**src/rtl/jsu_pkg.sv**
```systemverilog
// Shared types and constants of the JSON string unescaper.
`default_nettype none
package jsu_pkg;

    typedef enum logic [1:0] {
        PH_IDLE = 2'd0,
        PH_BODY = 2'd1,
        PH_ESC  = 2'd2,
        PH_HEX  = 2'd3
    } phase_t;

    localparam logic [1:0] KIND_BYTE = 2'd0;
    localparam logic [1:0] KIND_DONE = 2'd1;
    localparam logic [1:0] KIND_ERR  = 2'd2;

    localparam logic [2:0] ERR_QUOTE   = 3'd0;
    localparam logic [2:0] ERR_ESC_END = 3'd1;
    localparam logic [2:0] ERR_TRUNC   = 3'd2;
    localparam logic [2:0] ERR_BADHEX  = 3'd3;
    localparam logic [2:0] ERR_UNKNOWN = 3'd4;
    localparam logic [2:0] ERR_UNTERM  = 3'd5;

    // Depth of the result queue; one decoded item pushes at most MAX_RESULTS.
    localparam int QUEUE_DEPTH = 4;
    localparam int MAX_RESULTS = 3;

    typedef struct packed {
        logic [1:0] kind;
        logic [7:0] data_byte;
        logic [2:0] error_code;
        logic       last;
    } result_t;

    typedef struct packed {
        logic [1:0]    count;
        result_t [2:0] res;
    } decode_t;

endpackage
`default_nettype wire

```
**src/rtl/jsu_decoder.sv**
```systemverilog
// String scanner state and the combinational decode of one input byte.
`default_nettype none
module jsu_decoder (
    input  wire logic           aclk,
    input  wire logic           aresetn,
    input  wire logic           advance,
    input  wire logic           action,
    input  wire logic [7:0]     in_byte,
    output jsu_pkg::decode_t    dec
);

    localparam logic [7:0] CH_QUOTE = 8'h22;
    localparam logic [7:0] CH_BSL   = 8'h5C;
    localparam logic [7:0] CH_SLASH = 8'h2F;

    jsu_pkg::phase_t phase_reg, phase_next;
    logic [1:0]      hex_cnt_reg, hex_cnt_next;
    logic [15:0]     acc_reg, acc_next;
    logic            inv_reg, inv_next;

    logic            hex_ok;
    logic [3:0]      hex_nib;
    logic [15:0]     code;

    function automatic jsu_pkg::result_t mk(input logic [1:0] kind, input logic [7:0] d,
                                            input logic [2:0] err, input logic last);
        jsu_pkg::result_t r;
        r.kind       = kind;
        r.data_byte  = d;
        r.error_code = err;
        r.last       = last;
        return r;
    endfunction

    always_comb begin
        hex_ok  = 1'b1;
        hex_nib = 4'h0;
        if (in_byte >= 8'h30 && in_byte <= 8'h39) begin
            hex_nib = in_byte[3:0];
        end else if ((in_byte >= 8'h61 && in_byte <= 8'h66) ||
                     (in_byte >= 8'h41 && in_byte <= 8'h46)) begin
            hex_nib = in_byte[3:0] + 4'd9;
        end else begin
            hex_ok = 1'b0;
        end
    end

    assign code = {acc_reg[11:0], hex_nib};

    always_comb begin
        dec          = '0;
        phase_next   = phase_reg;
        hex_cnt_next = hex_cnt_reg;
        acc_next     = acc_reg;
        inv_next     = inv_reg;
        case (phase_reg)
            jsu_pkg::PH_IDLE: begin
                if (action || in_byte != CH_QUOTE) begin
                    dec.count  = 2'd1;
                    dec.res[0] = mk(jsu_pkg::KIND_ERR, 8'h00, jsu_pkg::ERR_QUOTE, 1'b1);
                end else begin
                    phase_next = jsu_pkg::PH_BODY;
                end
            end
            jsu_pkg::PH_BODY: begin
                dec.count = 2'd1;
                if (action) begin
                    dec.res[0] = mk(jsu_pkg::KIND_ERR, 8'h00, jsu_pkg::ERR_UNTERM, 1'b1);
                    phase_next = jsu_pkg::PH_IDLE;
                end else if (in_byte == CH_QUOTE) begin
                    dec.res[0] = mk(jsu_pkg::KIND_DONE, 8'h00, 3'd0, 1'b1);
                    phase_next = jsu_pkg::PH_IDLE;
                end else if (in_byte == CH_BSL) begin
                    dec.count  = 2'd0;
                    phase_next = jsu_pkg::PH_ESC;
                end else begin
                    dec.res[0] = mk(jsu_pkg::KIND_BYTE, in_byte, 3'd0, 1'b1);
                end
            end
            jsu_pkg::PH_ESC: begin
                dec.count  = 2'd1;
                phase_next = jsu_pkg::PH_BODY;
                if (action) begin
                    dec.res[0] = mk(jsu_pkg::KIND_ERR, 8'h00, jsu_pkg::ERR_ESC_END, 1'b1);
                    phase_next = jsu_pkg::PH_IDLE;
                end else begin
                    case (in_byte)
                        CH_QUOTE, CH_BSL, CH_SLASH:
                            dec.res[0] = mk(jsu_pkg::KIND_BYTE, in_byte, 3'd0, 1'b1);
                        8'h62: dec.res[0] = mk(jsu_pkg::KIND_BYTE, 8'h08, 3'd0, 1'b1);
                        8'h66: dec.res[0] = mk(jsu_pkg::KIND_BYTE, 8'h0C, 3'd0, 1'b1);
                        8'h6E: dec.res[0] = mk(jsu_pkg::KIND_BYTE, 8'h0A, 3'd0, 1'b1);
                        8'h72: dec.res[0] = mk(jsu_pkg::KIND_BYTE, 8'h0D, 3'd0, 1'b1);
                        8'h74: dec.res[0] = mk(jsu_pkg::KIND_BYTE, 8'h09, 3'd0, 1'b1);
                        8'h75: begin
                            dec.count    = 2'd0;
                            phase_next   = jsu_pkg::PH_HEX;
                            hex_cnt_next = 2'd0;
                            acc_next     = 16'h0000;
                            inv_next     = 1'b0;
                        end
                        default: begin
                            dec.res[0] = mk(jsu_pkg::KIND_ERR, 8'h00,
                                            jsu_pkg::ERR_UNKNOWN, 1'b1);
                            phase_next = jsu_pkg::PH_IDLE;
                        end
                    endcase
                end
            end
            default: begin
                if (action) begin
                    dec.count  = 2'd1;
                    dec.res[0] = mk(jsu_pkg::KIND_ERR, 8'h00, jsu_pkg::ERR_TRUNC, 1'b1);
                    phase_next = jsu_pkg::PH_IDLE;
                end else begin
                    acc_next = code;
                    inv_next = inv_reg | ~hex_ok;
                    if (hex_cnt_reg != 2'd3) begin
                        hex_cnt_next = hex_cnt_reg + 2'd1;
                    end else begin
                        hex_cnt_next = 2'd0;
                        phase_next   = jsu_pkg::PH_BODY;
                        if (inv_next) begin
                            dec.count  = 2'd1;
                            dec.res[0] = mk(jsu_pkg::KIND_ERR, 8'h00,
                                            jsu_pkg::ERR_BADHEX, 1'b1);
                            phase_next = jsu_pkg::PH_IDLE;
                        end else if (code[15:7] == 9'd0) begin
                            dec.count  = 2'd1;
                            dec.res[0] = mk(jsu_pkg::KIND_BYTE, code[7:0], 3'd0, 1'b1);
                        end else if (code[15:11] == 5'd0) begin
                            dec.count  = 2'd2;
                            dec.res[0] = mk(jsu_pkg::KIND_BYTE,
                                            8'hC0 | {3'b000, code[10:6]}, 3'd0, 1'b0);
                            dec.res[1] = mk(jsu_pkg::KIND_BYTE,
                                            8'h80 | {2'b00, code[5:0]}, 3'd0, 1'b1);
                        end else if (code[15:11] == 5'b11011) begin
                            // Any surrogate half, paired or not: replacement character.
                            dec.count  = 2'd3;
                            dec.res[0] = mk(jsu_pkg::KIND_BYTE, 8'hEF, 3'd0, 1'b0);
                            dec.res[1] = mk(jsu_pkg::KIND_BYTE, 8'hBF, 3'd0, 1'b0);
                            dec.res[2] = mk(jsu_pkg::KIND_BYTE, 8'hBD, 3'd0, 1'b1);
                        end else begin
                            dec.count  = 2'd3;
                            dec.res[0] = mk(jsu_pkg::KIND_BYTE,
                                            8'hE0 | {4'h0, code[15:12]}, 3'd0, 1'b0);
                            dec.res[1] = mk(jsu_pkg::KIND_BYTE,
                                            8'h80 | {2'b00, code[11:6]}, 3'd0, 1'b0);
                            dec.res[2] = mk(jsu_pkg::KIND_BYTE,
                                            8'h80 | {2'b00, code[5:0]}, 3'd0, 1'b1);
                        end
                    end
                end
            end
        endcase
    end

    always_ff @(posedge aclk) begin
        if (!aresetn) begin
            phase_reg   <= jsu_pkg::PH_IDLE;
            hex_cnt_reg <= 2'd0;
            acc_reg     <= 16'h0000;
            inv_reg     <= 1'b0;
        end else if (advance) begin
            phase_reg   <= phase_next;
            hex_cnt_reg <= hex_cnt_next;
            acc_reg     <= acc_next;
            inv_reg     <= inv_next;
        end
    end

endmodule
`default_nettype wire

```
**src/rtl/jsu_result_queue.sv**
```systemverilog
// Four-entry result queue: takes up to three results at once, gives one per cycle when popped.
`default_nettype none
module jsu_result_queue (
    input  wire logic              aclk,
    input  wire logic              aresetn,
    input  wire logic              push,
    input  wire jsu_pkg::decode_t  dec,
    input  wire logic              pop,
    output jsu_pkg::result_t       head,
    output logic                   not_empty,
    output logic [2:0]             fill
);

    jsu_pkg::result_t entry_reg [jsu_pkg::QUEUE_DEPTH];
    logic [1:0] head_reg, head_next;
    logic [1:0] tail_reg, tail_next;
    logic [2:0] count_reg, count_next;
    logic [1:0] push_n;

    assign push_n    = push ? dec.count : 2'd0;
    assign head      = entry_reg[head_reg];
    assign not_empty = (count_reg != 3'd0);
    assign fill      = count_reg;

    always_comb begin
        head_next  = pop ? head_reg + 2'd1 : head_reg;
        tail_next  = tail_reg + push_n;
        count_next = count_reg + {1'b0, push_n} - {2'b00, pop};
    end

    always_ff @(posedge aclk) begin
        for (int i = 0; i < jsu_pkg::MAX_RESULTS; i++) begin
            if (2'(i) < push_n) begin
                entry_reg[tail_reg + 2'(i)] <= dec.res[i];
            end
        end
    end

    always_ff @(posedge aclk) begin
        if (!aresetn) begin
            head_reg  <= 2'd0;
            tail_reg  <= 2'd0;
            count_reg <= 3'd0;
        end else begin
            head_reg  <= head_next;
            tail_reg  <= tail_next;
            count_reg <= count_next;
        end
    end

endmodule
`default_nettype wire

```
**src/rtl/json_string_unescape_top.sv**
```systemverilog
// Top level of the JSON string unescaper: input register, decoder and result queue.
// A byte in the input register is decoded combinationally; its results enter the
// result queue once the queue has room, and the master side shows the queue's head.
// Throughput: one input transaction per cycle while the queue has room; a \u escape
// that expands to two or three UTF-8 bytes holds the input while the queue drains.
// Reset: aresetn is synchronous and active low; it empties the input register and
// the result queue and returns the scanner to waiting for an opening quote.
`default_nettype none
module json_string_unescape_top (
    input  wire logic        aclk,
    input  wire logic        aresetn,
    // Input channel.
    input  wire logic        s_tvalid,
    output logic             s_tready,
    input  wire logic [7:0]  s_tdata,   // [7:0] in_byte
    input  wire logic        s_tuser,   // [0] action: 0 data byte, 1 end of input
    // Result channel.
    output logic             m_tvalid,
    input  wire logic        m_tready,
    output logic [15:0]      m_tdata,   // [7:0] data_byte, [10:8] error_code, rest zero
    output logic [1:0]       m_tuser,   // [1:0] kind
    output logic             m_tlast    // final result caused by one input item
);

    // Input register: holds one accepted transaction until the queue has room for
    // every result it causes.
    logic       in_valid_reg;
    logic       in_action_reg;
    logic [7:0] in_byte_reg;

    jsu_pkg::decode_t dec;
    jsu_pkg::result_t head;
    logic             q_not_empty;
    logic [2:0]       q_fill;
    logic             fits;
    logic             advance;
    logic             pop;

    // The room test uses only registered state and the decode of the held byte,
    // so the ready path does not depend on m_tready.
    assign fits     = ({1'b0, dec.count} + q_fill) <= 3'(jsu_pkg::QUEUE_DEPTH);
    assign advance  = in_valid_reg && fits;
    assign s_tready = !in_valid_reg || fits;
    assign pop      = q_not_empty && m_tready;

    always_ff @(posedge aclk) begin
        if (!aresetn) begin
            in_valid_reg <= 1'b0;
        end else if (s_tvalid && s_tready) begin
            in_valid_reg <= 1'b1;
        end else if (advance) begin
            in_valid_reg <= 1'b0;
        end
    end

    // Payload of the input register needs no reset.
    always_ff @(posedge aclk) begin
        if (s_tvalid && s_tready) begin
            in_action_reg <= s_tuser;
            in_byte_reg   <= s_tdata;
        end
    end

    jsu_decoder u_decoder (
        .aclk    (aclk),
        .aresetn (aresetn),
        .advance (advance),
        .action  (in_action_reg),
        .in_byte (in_byte_reg),
        .dec     (dec)
    );

    jsu_result_queue u_queue (
        .aclk      (aclk),
        .aresetn   (aresetn),
        .push      (advance),
        .dec       (dec),
        .pop       (pop),
        .head      (head),
        .not_empty (q_not_empty),
        .fill      (q_fill)
    );

    // The master side shows the head of the queue directly from its registers.
    assign m_tvalid = q_not_empty;
    assign m_tdata  = {5'b00000, head.error_code, head.data_byte};
    assign m_tuser  = head.kind;
    assign m_tlast  = head.last;

endmodule
`default_nettype wire

```
**config.mk**
```make
export PLATFORM = sky130hd
export DESIGN_NAME = json_string_unescape_top
export DESIGN_NICKNAME = d
export VERILOG_FILES = /design/src/rtl/jsu_pkg.sv /design/src/rtl/jsu_decoder.sv /design/src/rtl/jsu_result_queue.sv /design/src/rtl/json_string_unescape_top.sv
export SDC_FILE = /design/constraint.sdc
export NUM_CORES = 1
export LEC_CHECK = 0
export BUFFER_PORTS_ARGS = -buffer_cell sky130_fd_sc_hd__buf_2
export CAP_MARGIN = 30
export CORE_ASPECT_RATIO = 0.8
export CORE_MARGIN = 2
export CORE_UTILIZATION = 40
export CTS_CLUSTER_DIAMETER = 50
export DETAILED_ROUTE_END_ITERATION = 10
export SYNTH_ARGS = -nofsm -noshare
export SYNTH_HDL_FRONTEND = slang
export SYNTH_SLANG_ARGS = --single-unit
```
**constraint.sdc**
```tcl
create_clock -name aclk -period 8.7 [get_ports aclk]
set_clock_uncertainty 0.1 [all_clocks]
set_input_delay 1.74 -clock aclk [delete_from_list [all_inputs] [get_ports aclk]]
set_output_delay 1.74 -clock aclk [all_outputs]
set_load 0.01 [all_outputs]
```
==> flow_summary.yaml <==
outcome:
  status: "finished, final reports clean"
power:
  p_int_uw: 855
  cellPowerDensity_nw_per_um2: 197
  clkPwrFrac_pct: 31.8
  pwr-share-comb_pct: 22.8
  switching_share_pct: 28.9
  p_switching_uw: 348
  peakVddDrop_uv: 117
  p_leak_uw: 0.00210
  seqPwrFrac_pct: 45.4
detailed_routing:
  ant_nets: 0
  drtIter0Drc: 559
  drc: 0
  wl_mm: 15.2
  drt_pass1_iterations: 5
  vias: 4566
  wire_per_inst_microns: 20.0
  vias_per_cell: 6.01
logic_synthesis:
  yosysWarnings: 0
  synth.distinct_cells: 90
  synth-edff-count: 41
  synth_area_sq_um: 5580
  postSynthAreaPerCell_sq_um: 9.96
  ys.flop_type: "dfxtp_1"
  synthCells: 560
  async_flop_share_pct: 0
  ys_seq_area_share_pct: 40.4
  ys_ff_latch: 92
sta:
  fmax_mhz: 171
  setup_tns_ns: 0
  drv_slew: 0
  setup_viol: 0
  whs_ns: 0.350
  slew_headroom_pct: 35.5
  tightest_slew_ns: 0.957
  period_needed_ns: 5.86
  period_share_pct: 67.3
  grt_setup_unrepaired: "false"
  finalHoldViolCount: 0
floorplanning:
  start_util_pct: 41.0
  core_area_sq_um: 13600
  die_h_microns: 110
  fp.dieW_microns: 136
  num_io_pins: 34
  num_rows: 38
  die-area_sq_um: 14900
worst_setup_path:
  reg2reg_slack_ns: 3.23
  crit_path_start_kind: "register"
  crit_arrival_ns: 4.02
  path_cells: "inv_1 > ha_1 > or3b_1 > and3_1 > o2111ai_1 > nand3_1 > inv_1 > ha_1 > inv_1 > fa_1 > nor2b_1 > nor2_1 > nand2_1 > buf_2"
  worstPathRequired_ns: 6.86
  worstPathMaxFanout: 10
  crit_path_frequent_cell: "inv_1"
  crit_family: "simple AND/OR/NAND/NOR gates"
  path_class: "reg -> out"
  cp_slowest_stage_delay_ns: 0.48
  critical_path_buf_inv_count: 4
  ff2ff_path_depth: 17
  cpMaxStageDelayCell: "edfxtp_1"
  r2r-end: "u_queue.entry_reg[1][8]"
  cp-end-kind: "output pin"
  worstReg2RegStart: "in_byte_reg[0]"
clocking:
  post_cts_buffers: 0
  tritoncts: "yes"
  hold_buffers: 0
  h-tree-depth: 3
  ctsResizeCount: 0
  cts_sinks: 92
  clockBufferDepth: 2
  cts-root-buf: "clkbuf_16"
  clk_pin_slew_ns: 0.06
  cts_buffers: 9
  clk_latency_ns: 0.36
min_path:
  hold_path_depth: 2
  whs_endpoint: "u_queue.entry_reg[2][2]"
  hp-class: "reg -> reg"
  min_from: "u_queue.entry_reg[2][2]"
global_routing:
  overflow: 0
  grt_max_degree: 27
  grt_pass1_wl_mm: 23.9
  track_usage_pct: 21.3
  antenna_found_initial: 0
  grt_pass1_vias: 4177
cells_and_area:
  syn_to_final_growth_pct: 9.44
  nFillCells: 1321
  layout-drive-gt1-share_pct: 16.2
  multiInputGateArea_sq_um: 3080
  layout_common_cells: "51 x a21oi_1, 51 x dfxtp_1, 49 x nand2_1"
  fin_area_sq_um: 6100
  register_area_sq_um: 2250
  num_antenna_cells: 0
  nNetsFinal: 604
  largest_register_ff_count: 56
placement:
  dp_hpwl_mm: 11.3
  io_buffers: 28
  placed_area_sq_um: 5810
  gp_routability_congestion: 0.952
flow_run:
  max_cap_violations: 0
[worst max path at each step]
| stage | end | cells past startpoint | start |
|---|---|---|---|
| after detailed placement | s_tready | 14 | in_byte_reg[0] |
| after global placement | s_tready | 14 | in_byte_reg[0] |
| after global routing | s_tready | 14 | in_byte_reg[0] |
| final | s_tready | 14 | in_byte_reg[0] |
| after floorplan | s_tready | 13 | in_byte_reg[0] |
| after CTS | s_tready | 14 | in_byte_reg[0] |
[area by class of cell]
| class | count | share of cell area (%) |
|---|---|---|
| Multi-Input combinational cell | 421 | 50.4 |
| Clock buffer | 10 | 4.10 |
| Inverter | 20 | 1.23 |
| Sequential cell | 92 | 36.9 |
| Tap cell | 180 | 3.69 |
| Clock inverter | 6 | 0.717 |
| Timing Repair Buffer | 31 | 2.99 |
[worst reg2reg max path: cells and delay by family, from the launching register on]
kind	cells	cell delay, ns
AOI/OAI and AO/OA	1	0.28
adders and majority gates	3	0.87
and+or+nand+nor	10	3.00
DFF	1	0.48
buffers and inverters	3	0.41
[power groups by stage]
stage	clock network, uW	logic [uW]	registers (uW)
after floorplan	0	214	532
after global placement	0	245	568
after detailed placement	0	277	555
after CTS	392	278	546
after global routing	413	303	554
final	382	274	546
[layer usage]
metal / global-route usage, % / up-vias / part of all wire, %
li1: - / 2175 / -
met1: 31.3 / 2140 / 46
met2: 30.2 / 226 / 42
met3: 5.62 / 25 / 8.5
met4: 7.22 / 0 / 2.6
met5: 0 / - / 0
[logic make-up after synthesis]
kind of cell | Yosys count | share of synthesized area (%)
other | 1 | 0.0672
AO/OA/AOI/OAI | 176 | 23.0
flip-flops | 92 | 40.4
adder cells (fa/ha/maj) | 16 | 3.86
AND/OR/NAND/NOR | 199 | 20.5
buffers and inverters | 51 | 4.76
XOR/XNOR | 7 | 1.10
multiplexers | 18 | 6.37
[stage by stage]
step | power (uW) | worst slack, ns | instances | utilization, %
after detailed placement | 832 | 3.25 | 744 | 42.7
after floorplan | 746 | 3.77 | 564 | -
after global placement | 814 | 3.29 | 741 | 42.4
final | 1200 | 2.84 | 760 | 44.9
after CTS | 1220 | 2.83 | 760 | 44.9
after global routing | 1270 | 2.50 | 760 | 44.9
[cell usage after synthesis (all sizes together), types with 4 or more instances]
master   n  area, sq um
a21oi   51          255
dfxtp   51         1020
nand2   49          184
edfxtp  41         1230
nor2    34          155
o21ai   23          134
nor2b   22          138
a22oi   21          168
inv     20         75.1
buf     17          138
clkbuf  14         52.6
ha      14          175
mux4    14          315
a221oi  13          114
nand2b  13         81.3
nor3    13         80.1
a211oi  11         92.6
and2    11         68.8
nand3   11         60.1
or3      8         55.1
a221o    7         70.1
o21a     7         60.1
or2      6         37.5
or4      5         41.3
a21boi   4         30.0
mux2i    4         40.0
nand4    4         31.3
nor3b    4         30.0
o22ai    4         25.0
xnor2    4         35.0
Power figures use the tool's default switching activity.
